===== src/rtl/core/pmt_pkg.sv =====
// Types and codes of the pending message timeout table.
package pmt_pkg;

    localparam int unsigned SID_W  = 32;
    localparam int unsigned NUM_W  = 32;
    localparam int unsigned TYP_W  = 8;
    localparam int unsigned AGE_W  = 16;
    localparam int unsigned CMD_W  = 2;
    localparam int unsigned KIND_W = 3;
    localparam int unsigned PCNT_W = 5;

    localparam logic [CMD_W-1:0] CMD_ADD    = 2'd0;
    localparam logic [CMD_W-1:0] CMD_REMOVE = 2'd1;
    localparam logic [CMD_W-1:0] CMD_PURGE  = 2'd2;
    localparam logic [CMD_W-1:0] CMD_TICK   = 2'd3;

    localparam logic [KIND_W-1:0] KIND_ADDED     = 3'd0;
    localparam logic [KIND_W-1:0] KIND_FULL      = 3'd1;
    localparam logic [KIND_W-1:0] KIND_REMOVE    = 3'd2;
    localparam logic [KIND_W-1:0] KIND_PURGE     = 3'd3;
    localparam logic [KIND_W-1:0] KIND_TIMEOUT   = 3'd4;
    localparam logic [KIND_W-1:0] KIND_TICK_DONE = 3'd5;

    localparam logic [AGE_W-1:0] TIMEOUT_RESET = 16'd10;

    typedef struct packed {
        logic [SID_W-1:0] session;
        logic [NUM_W-1:0] number;
        logic [TYP_W-1:0] mtype;
        logic [AGE_W-1:0] age;
    } t_entry;

endpackage


===== src/rtl/core/pending_message_timeout_table.sv =====
// Pending message table with add, remove, session purge and timeout tick.
//
//  channel | direction | handshake             | payload
//  --------+-----------+-----------------------+----------------------------------------
//  in      | input     | i_valid / o_ready     | command, session, number, type
//  out     | output    | o_valid / i_ready     | kind, found, entry, purged count, last
//  cfg     | input     | i_cfg_valid / o_cfg_ready | timeout in ticks
//
//  Add is accepted in S_IDLE and written in S_ADD. Remove, purge and tick are accepted
//  in S_IDLE, read each entry in S_READ and S_EVAL and close in S_READ; each entry moved
//  into a hole goes through S_MOVE_READ and S_MOVE_WR, and a remove that finds its key
//  ends after the move without the close. The entry memory has a registered read port.
//  One item is worked at a time; o_ready is high only while the table is idle.
//  Results wait in the output register; a full register stalls any step that emits one.
//  Synchronous reset empties the table and restores the timeout to 10 ticks.
module pending_message_timeout_table #(
    parameter int unsigned TABLE_DEPTH = 16
) (
    input  logic                        i_clk,
    input  logic                        i_rst_n,
    input  logic                        i_valid,
    output logic                        o_ready,
    input  logic [pmt_pkg::CMD_W-1:0]   i_command,
    input  logic [pmt_pkg::SID_W-1:0]   i_session_id,
    input  logic [pmt_pkg::NUM_W-1:0]   i_message_number,
    input  logic [pmt_pkg::TYP_W-1:0]   i_message_type,
    output logic                        o_valid,
    input  logic                        i_ready,
    output logic [pmt_pkg::KIND_W-1:0]  o_result_kind,
    output logic                        o_found,
    output logic [pmt_pkg::SID_W-1:0]   o_out_session_id,
    output logic [pmt_pkg::NUM_W-1:0]   o_out_message_number,
    output logic [pmt_pkg::TYP_W-1:0]   o_out_message_type,
    output logic [pmt_pkg::PCNT_W-1:0]  o_purged_count,
    output logic                        o_last,
    input  logic                        i_cfg_valid,
    output logic                        o_cfg_ready,
    input  logic [pmt_pkg::AGE_W-1:0]   i_cfg_data
);
    import pmt_pkg::*;

    localparam int unsigned IW = (TABLE_DEPTH > 1) ? $clog2(TABLE_DEPTH) : 1;
    localparam int unsigned CW = $clog2(TABLE_DEPTH + 1);
    localparam logic [CW-1:0] DEPTH_C = CW'(TABLE_DEPTH);
    localparam logic [CW-1:0] ONE_C   = CW'(1);

    typedef enum logic [5:0] {
        S_IDLE      = 6'b000001,
        S_ADD       = 6'b000010,
        S_READ      = 6'b000100,
        S_EVAL      = 6'b001000,
        S_MOVE_READ = 6'b010000,
        S_MOVE_WR   = 6'b100000
    } t_state;

    t_entry mem [TABLE_DEPTH];
    t_entry r_rd;

    t_state            r_state, n_state;
    logic [CMD_W-1:0]  r_cmd, n_cmd;
    logic [SID_W-1:0]  r_sid, n_sid;
    logic [NUM_W-1:0]  r_num, n_num;
    logic [TYP_W-1:0]  r_typ, n_typ;
    logic [CW-1:0]     r_idx, n_idx;
    logic [CW-1:0]     r_wr_idx, n_wr_idx;
    logic [CW-1:0]     r_count, n_count;
    logic [PCNT_W-1:0] r_purged, n_purged;
    logic [AGE_W-1:0]  r_timeout, n_timeout;

    logic              r_ov, n_ov;
    logic [KIND_W-1:0] r_kind, n_kind;
    logic              r_found, n_found;
    logic [SID_W-1:0]  r_osid, n_osid;
    logic [NUM_W-1:0]  r_onum, n_onum;
    logic [TYP_W-1:0]  r_otyp, n_otyp;
    logic [PCNT_W-1:0] r_opc, n_opc;
    logic              r_olast, n_olast;

    logic              mem_we, mem_re;
    logic [IW-1:0]     mem_wa, mem_ra;
    t_entry            mem_wd;
    logic              out_free;
    logic [AGE_W-1:0]  age_inc;
    logic [CW-1:0]     last_idx;

    assign out_free = !r_ov || i_ready;
    assign age_inc  = (&r_rd.age) ? r_rd.age : r_rd.age + AGE_W'(1);
    assign last_idx = r_count - ONE_C;

    always_comb begin
        n_state   = r_state;
        n_cmd     = r_cmd;
        n_sid     = r_sid;
        n_num     = r_num;
        n_typ     = r_typ;
        n_idx     = r_idx;
        n_wr_idx  = r_wr_idx;
        n_count   = r_count;
        n_purged  = r_purged;
        n_timeout = r_timeout;
        n_ov      = r_ov && !i_ready;
        n_kind    = r_kind;
        n_found   = r_found;
        n_osid    = r_osid;
        n_onum    = r_onum;
        n_otyp    = r_otyp;
        n_opc     = r_opc;
        n_olast   = r_olast;
        mem_we    = 1'b0;
        mem_re    = 1'b0;
        mem_wa    = r_idx[IW-1:0];
        mem_ra    = r_idx[IW-1:0];
        mem_wd    = r_rd;

        if (i_cfg_valid) begin
            n_timeout = i_cfg_data;
        end

        case (r_state)
            S_IDLE: begin
                if (i_valid) begin
                    n_cmd    = i_command;
                    n_sid    = i_session_id;
                    n_num    = i_message_number;
                    n_typ    = i_message_type;
                    n_idx    = '0;
                    n_wr_idx = '0;
                    n_purged = '0;
                    n_state  = (i_command == CMD_ADD) ? S_ADD : S_READ;
                end
            end
            S_ADD: begin
                if (out_free) begin
                    n_ov    = 1'b1;
                    n_found = 1'b0;
                    n_osid  = '0;
                    n_onum  = '0;
                    n_otyp  = '0;
                    n_opc   = '0;
                    n_olast = 1'b1;
                    if (r_count >= DEPTH_C) begin
                        n_kind = KIND_FULL;
                    end else begin
                        mem_we  = 1'b1;
                        mem_wa  = r_count[IW-1:0];
                        mem_wd  = '{session: r_sid, number: r_num, mtype: r_typ, age: '0};
                        n_count = r_count + ONE_C;
                        n_kind  = KIND_ADDED;
                    end
                    n_state = S_IDLE;
                end
            end
            S_READ: begin
                if (r_idx < r_count) begin
                    mem_re  = 1'b1;
                    n_state = S_EVAL;
                end else if (out_free) begin
                    n_ov    = 1'b1;
                    n_found = 1'b0;
                    n_osid  = '0;
                    n_onum  = '0;
                    n_otyp  = '0;
                    n_opc   = '0;
                    n_olast = 1'b1;
                    case (r_cmd)
                        CMD_REMOVE: n_kind = KIND_REMOVE;
                        CMD_PURGE: begin
                            n_kind  = KIND_PURGE;
                            n_opc   = r_purged;
                            n_count = r_wr_idx;
                        end
                        default: n_kind = KIND_TICK_DONE;
                    endcase
                    n_state = S_IDLE;
                end
            end
            S_EVAL: begin
                case (r_cmd)
                    CMD_REMOVE: begin
                        if (r_rd.session == r_sid && r_rd.number == r_num) begin
                            n_state = S_MOVE_READ;
                        end else begin
                            n_idx   = r_idx + ONE_C;
                            n_state = S_READ;
                        end
                    end
                    CMD_PURGE: begin
                        if (r_rd.session == r_sid) begin
                            n_purged = r_purged + PCNT_W'(1);
                        end else begin
                            mem_we   = 1'b1;
                            mem_wa   = r_wr_idx[IW-1:0];
                            n_wr_idx = r_wr_idx + ONE_C;
                        end
                        n_idx   = r_idx + ONE_C;
                        n_state = S_READ;
                    end
                    default: begin
                        if (age_inc >= r_timeout) begin
                            if (out_free) begin
                                n_ov    = 1'b1;
                                n_kind  = KIND_TIMEOUT;
                                n_found = 1'b0;
                                n_osid  = r_rd.session;
                                n_onum  = r_rd.number;
                                n_otyp  = r_rd.mtype;
                                n_opc   = '0;
                                n_olast = 1'b0;
                                n_state = S_MOVE_READ;
                            end
                        end else begin
                            mem_we     = 1'b1;
                            mem_wd.age = age_inc;
                            n_idx      = r_idx + ONE_C;
                            n_state    = S_READ;
                        end
                    end
                endcase
            end
            S_MOVE_READ: begin
                mem_re  = 1'b1;
                mem_ra  = last_idx[IW-1:0];
                n_state = S_MOVE_WR;
            end
            S_MOVE_WR: begin
                if (r_cmd != CMD_REMOVE) begin
                    mem_we  = 1'b1;
                    n_count = last_idx;
                    n_state = S_READ;
                end else if (out_free) begin
                    mem_we  = 1'b1;
                    n_count = last_idx;
                    n_ov    = 1'b1;
                    n_kind  = KIND_REMOVE;
                    n_found = 1'b1;
                    n_osid  = '0;
                    n_onum  = '0;
                    n_otyp  = '0;
                    n_opc   = '0;
                    n_olast = 1'b1;
                    n_state = S_IDLE;
                end
            end
            default: n_state = S_IDLE;
        endcase
    end

    always_ff @(posedge i_clk) begin
        if (mem_we) begin
            mem[mem_wa] <= mem_wd;
        end
        if (mem_re) begin
            r_rd <= mem[mem_ra];
        end
    end

    always_ff @(posedge i_clk) begin
        if (!i_rst_n) begin
            r_state   <= S_IDLE;
            r_count   <= '0;
            r_timeout <= TIMEOUT_RESET;
            r_ov      <= 1'b0;
        end else begin
            r_state   <= n_state;
            r_count   <= n_count;
            r_timeout <= n_timeout;
            r_ov      <= n_ov;
        end
    end

    always_ff @(posedge i_clk) begin
        r_cmd    <= n_cmd;
        r_sid    <= n_sid;
        r_num    <= n_num;
        r_typ    <= n_typ;
        r_idx    <= n_idx;
        r_wr_idx <= n_wr_idx;
        r_purged <= n_purged;
        r_kind   <= n_kind;
        r_found  <= n_found;
        r_osid   <= n_osid;
        r_onum   <= n_onum;
        r_otyp   <= n_otyp;
        r_opc    <= n_opc;
        r_olast  <= n_olast;
    end

    assign o_ready              = (r_state == S_IDLE);
    assign o_cfg_ready          = 1'b1;
    assign o_valid              = r_ov;
    assign o_result_kind        = r_kind;
    assign o_found              = r_found;
    assign o_out_session_id     = r_osid;
    assign o_out_message_number = r_onum;
    assign o_out_message_type   = r_otyp;
    assign o_purged_count       = r_opc;
    assign o_last               = r_olast;

endmodule


===== config.mk =====
export PLATFORM = sky130hd
export DESIGN_NAME = pending_message_timeout_table
export DESIGN_NICKNAME = d
export VERILOG_FILES = /design/src/rtl/core/pmt_pkg.sv /design/src/rtl/core/pending_message_timeout_table.sv
export SDC_FILE = /design/constraint.sdc
export NUM_CORES = 2
export LEC_CHECK = 0
export ABC_AREA = 1
export BUFFER_PORTS_ARGS = -buffer_cell sky130_fd_sc_hd__clkbuf_2
export CORE_MARGIN = 2
export CORE_UTILIZATION = 56
export CTS_CLUSTER_DIAMETER = 150
export DETAILED_ROUTE_END_ITERATION = 8
export PLACE_DENSITY_LB_ADDON = 0.3
export SYNTH_ARGS = -nofsm -noshare
export SYNTH_HDL_FRONTEND = slang
export SYNTH_SLANG_ARGS = --single-unit

===== constraint.sdc =====
create_clock -name i_clk -period 7.6 [get_ports i_clk]
set_input_delay 1.9 -clock i_clk [delete_from_list [all_inputs] [get_ports i_clk]]
set_output_delay 1.9 -clock i_clk [all_outputs]
set_load 0.01 [all_outputs]

After elaboration in Yosys (flattened, before gate mapping)
Memories as Yosys holds them, arrays and structs flattened. A register that Yosys moved wholly into a read port is not among the register bits.
Index checks and enable logic that the tools add are counted.
- memories kept: 1
- output and inout port bits: 85
- latch bits: 0
- flip-flop bits (word level): 199
- input port bits: 95
- logic and storage cells: 192
- RAM bits: 1408
- memory bits (read-only): 0
- muxes and demuxes: 114
- bitwise gates (word level): 0
- reduce and logical (&&, ||, !) cells: 21
- add/subtract/negate cells: 6
- order comparisons: 3
- multiply operators: 0
- equality and inequality tests: 29
- shift operators: 0
- div/mod/pow operators: 0
- memory list (name ; words ; bits a word ; read ports ; clocked after memory_dff ; write ports ; RTL line ; text):
    mem ; 16 ; 88 ; 1 ; 1 ; 1 ; pending_message_timeout_table.sv:56 ; t_entry mem [TABLE_DEPTH];
- operators with widths (cell ; count):
    $mux W32 ; 12
    $pmux W32 S4 ; 2
    $mux W88 ; 2
    $mux W5 ; 22
    $mux W72 ; 1
    $eq A32 B32 Y1 ; 2
    $mux W16 ; 3
    $mux W8 ; 6
    $pmux W5 S2 ; 4
    $mux W6 ; 6
    $pmux W6 S6 ; 1
    $pmux W16 S2 ; 1
    $pmux W8 S4 ; 1
    $mux W1 ; 27
    $mux W3 ; 9
    $ne A2 B2 Y1 const B ; 13
    $add A5 B1 Y5 const B ; 4
    $mux W4 ; 5
    $pmux W5 S4 ; 1
    $reduce_and A6 Y1 ; 3
    $add A16 B1 Y16 const B ; 1
    $ge A16 B16 Y1 ; 1
    $reduce_and A16 Y1 ; 1
    $pmux W5 S3 ; 1
    34 further kinds ; 44

Depth between registers and ports, before layout
- depth in word-level cells: 8
- mapped depth: 23
- depth with buffers taken out: 23

Worst setup path after synthesis
OpenSTA, ideal clock, no wires.
- path type: input port to flip-flop
- start: in i_ready
- end: mem mem[11][0] in the netlist's numbering, enable pin
- cell stages on the path: 8
- required time: 7.065 ns
- buffers on the path: 2
- arrival time: 6.654 ns
- slack: 0.410 ns
- path through: nor2_1 -> clkbuf_1 -> nor3_1 -> buf_2 -> nor2_1 -> nand2_1 -> nand3_1 -> nor2_1
- word-level cells in the longest chain between the ends: 6
- elaborated cells on any way between the ends: 9
- RTL lines (item ; RTL line ; text):
    from (decl) ; pending_message_timeout_table.sv:28 ; input logic i_ready,
    $logic_or A1 B1 Y1 * ; pending_message_timeout_table.sv:86 ; assign out_free = !r_ov || i_ready;
    $mux W1 ; pending_message_timeout_table.sv:230 ; end else if (out_free) begin
    $mux W1 ; pending_message_timeout_table.sv:226 ; if (r_cmd != CMD_REMOVE) begin
    $pmux W1 S3 ; pending_message_timeout_table.sv:119 ; case (r_state)
    $mux W1 ; pending_message_timeout_table.sv:249 ; if (mem_we) begin
    $mux W1 (not written as such) ; pending_message_timeout_table.sv:250 ; mem[mem_wa] <= mem_wd;
    to (decl) ; pending_message_timeout_table.sv:56 ;
Mark *: on every way between the ends. The rest lies on a longest branch, timed or not.

Final worst setup path
- start: reg r_rd[0] (netlist name)
- end: mem mem[12][42] in the netlist's numbering, enable pin
- word-level cells in the longest chain between the ends: 8
- elaborated cells on any way between the ends: 9
- RTL lines (item ; RTL line ; text):
    $add A16 B1 Y16 / $reduce_and A16 Y1 (equally long branches) ; pending_message_timeout_table.sv:87 ; assign age_inc = (&r_rd.age) ? r_rd.age : r_rd.age + AGE_W'(1);
    $mux W16 * ; pending_message_timeout_table.sv:87 ;
    $ge A16 B16 Y1 * ; pending_message_timeout_table.sv:199 ; if (age_inc >= r_timeout) begin
    $mux W1 * ; pending_message_timeout_table.sv:199 ;
    $pmux W1 S2 * ; pending_message_timeout_table.sv:178 ; case (r_cmd)
    $pmux W1 S3 * ; pending_message_timeout_table.sv:119 ;
    $mux W1 * ; pending_message_timeout_table.sv:249 ;
    $mux W1 (not written as such) * ; pending_message_timeout_table.sv:250 ;
Marks and branches as above.

==> results.toml <==
[die]
initial_utilization = 0.565
rows = 128
die_y_um = 355
ios = 180
core_mm2 = 0.122
fp.dieArea_mm2 = 0.126
die_w_um = 355

[timing]
setup_viol = 0
timing.hold.ws_ns = 0.487
hold_viol = 0
slew-limit-headroom = 0.0933
rsz0062_at_grt = "false"
finalSetupTns_ns = 0
slew_viol_final = 0
fmax_mhz = 181
post-route-period-util = 0.729
finalCriticalPeriod_ns = 5.54
tightest_slew_ns = 1.36
fin_worst_skew_ns = 0.0300

[route]
routed_wl_um = 169000
drc_errors = 0
drtIter0Drc = 5711
antenna_left = 0
drtPass1Iterations = 6
routedWlPerCell_um = 23.2
vias = 43800
vias_per_cell = 6.01

[worst_hold_path]
worstHoldPathType = "flip-flop to flip-flop"

[yosys]
avgSynthCellArea_um2 = 12.8
syn_nets = 5507
synth_seq_area_share = 0.736
netlist_instances = 5384
netlist_top_cells_area = "edfxtp_1 73%, o21ai_0 6.7%, o211ai_1 3.2%"
synth_edf_count = 1667
ys_types = 38
netlist.area_leader.share = 0.728
yosys_warnings = 0
ys_ff_latch = 1695
synth_top_cell_by_area = "edfxtp_1"
netlist_area_mm2 = 0.0688
async_flop_share = 0
synthFlopType = "edfxtp_1"

[clock_tree]
root_buffer = "clkbuf_16"
htreeDepth = 4
cts_setup_buffers = 0
cts_tree = "yes"
clockBufferDepth = 3
ctsHoldBuffers = 0
cts.sinks = 1695
clk_pin_slew_worst_paths_ns = 0.06
ctsResizeCount = 0
cts-buffers-inserted = 168
clock_latency_ns = 0.82

[critical_path]
path_cells = "ha_1 -> nand2_1 -> inv_1 -> nand2_1 -> nor3_1 -> nand3_1 -> nand3_1 -> xor2_1 -> ha_1 -> a21oi_1 -> o21ai_0 -> a21oi_1 -> nand3_1 -> nand2_1 -> nand3_1 -> nand2_1 -> nand2_1 -> nor2_4 -> buf_4"
rrSetupSlack_ns = 2.06
crit_buf_inv = 2
path_class = "flip-flop to flip-flop"
worst_path_most_repeated_cell = "nand2_1"
crit_arrival_ns = 5.98
crit_required_ns = 8.04
slowest_stage = "nor2_4"
cp_top_family = "simple AND/OR/NAND/NOR gates"
crit_fanout = 26
endpoint_kind = "flip-flop"
critPathLaunchType = "flip-flop"
crit_path_max_incr_delay_ns = 0.90

[global_routing]
antenna_found_initial = 0
grt_pass1_wl_um = 255000
grt.total_usage = 0.268
grt_pass1_vias = 42000
grt_max_degree = 259
grt_overflow_total = 0

[place]
gp_congestion = 0.874
post_dp_cell_area_mm2 = 0.0717
dp_hpwl_um = 83300
portBuffers = 178

[finish]
n_antenna_cell = 0
area_growth_pct = 12.1
final_cell_area_mm2 = 0.0771
drive_above_1_share = 0.103
nets = 5658

[power]
leakagePower_nw = 27.0
powerDensity_mw_per_mm2 = 270
power_mw = 20.8
peakVddDrop_mv = 0.281

[outcome]
status = "finished clean"

[run]
cap_violations = 0
[worst register-to-register path, cell delays in order, from the launching register on]
cell	delay, ns
edfxtp_1	0.42
ha_1	0.22
nand2_1	0.08
inv_1	0.06
nand2_1	0.09
nor3_1	0.33
nand3_1	0.33
nand3_1	0.18
xor2_1	0.29
ha_1	0.32
a21oi_1	0.18
o21ai_0	0.10
a21oi_1	0.14
nand3_1	0.19
nand2_1	0.20
nand3_1	0.09
nand2_1	0.19
nand2_1	0.28
nor2_4	0.90
buf_4	0.61
[kinds of logic after synthesis]
family	synth area share
AOI/OAI and AO/OA	0.134
xor gates and xnor gates	0.00522
adders and majority gates	0.00509
buffers and inverters	0.0461
DFF	0.736
other	0.0000545
and+or+nand+nor	0.0736
[worst paths after layout]
kind / start / endpoint / depth (start not counted)
worst max register to register: r_rd[0]$_DFFE_PP_ / mem[12][42]$_DFFE_PP_ / 19
worst min register to register: r_timeout[14]$_SDFFE_PN0P_ / r_timeout[14]$_SDFFE_PN0P_ / 2
worst max-delay path: r_rd[0]$_DFFE_PP_ / mem[12][42]$_DFFE_PP_ / 19
worst min-delay path: r_timeout[14]$_SDFFE_PN0P_ / r_timeout[14]$_SDFFE_PN0P_ / 2
[layout by cell type (no fill, tap or decap), drive strengths merged]
cell type,n
a211oi,1
a21o,1
a21oi,57
a22oi,2
buf,130
bufinv,14
clkbuf,385
clkinv,66
clkinvlp,3
conb,1
dfxtp,28
edfxtp,1667
ha,28
inv,465
nand2,445
nand3,279
nand4,16
nor2,475
nor3,7
nor4,2
o2111ai,1
o211ai,290
o21a,3
o21ai,1074
o21bai,169
o221ai,4
o22ai,4
or2,6
or4,1
xnor2,11
xor2,30
[flip-flops by register name, indices dropped and copies added (netlist names)]
signal	cells
r_wr_idx	5
r_num	32
o_valid	1
o_last	1
o_out_message_number	32
o_result_kind	3
o_out_message_type	8
r_state	6
o_purged_count	5
r_sid	32
r_typ	8
r_timeout	16
o_found	1
r_purged	5
r_idx	5
mem	1408
r_rd	88
r_cmd	2
r_count	5
o_out_session_id	32
[power by group]
group / switching [mW] / internal, mW / total, mW
clock: 3.50 / 4.64 / 8.14
sequential: 0.0886 / 10.4 / 10.5
combinational: 1.53 / 0.624 / 2.16
[synth_stat cells (5+ instances only)]
cell type / number
nand4_1: 16
nand2_1: 445
o21ai_0: 921
o21ai_1: 151
o21bai_1: 169
buf_1: 9
inv_1: 449
edfxtp_1: 1667
ha_1: 28
clkbuf_1: 180
a21oi_1: 57
xnor2_1: 11
inv_2: 5
nor2_1: 473
xor2_1: 30
or2_2: 6
dfxtp_1: 28
buf_2: 116
buf_4: 20
nor3_1: 6
nand3_1: 278
o211ai_1: 290
[metrics by stage]
| stage | util | worst slack, ns | instances |
|---|---|---|---|
| global route | 0.633 | 1.82 | 7290 |
| detailed placement | 0.589 | 2.22 | 6990 |
| global placement | 0.589 | 2.26 | 6990 |
| finish | 0.633 | 2.06 | 7290 |
| floorplan | - | 0.410 | 5384 |
| CTS | 0.633 | 2.17 | 7290 |
[area by class of cell]
class,instances,area (µm²)
clock buffers,207,4430
clock inverters,93,937
fillers,8786,44800
inverters,455,1730
multi-input cells,2907,15200
flip-flops and latches,1695,50600
well taps,1625,2030
repair buffers,308,2140
[routing by layer]
metal / global-route usage / up-vias / routed length (µm)
met3: 0.0449 / 319 / 15000
met2: 0.423 / 2093 / 79600
met1: 0.382 / 21500 / 69100
met5: 0 / - / 0
li1: - / 19800 / -
met4: 0.0906 / 0 / 5080
Power figures use the tool's default switching activity.
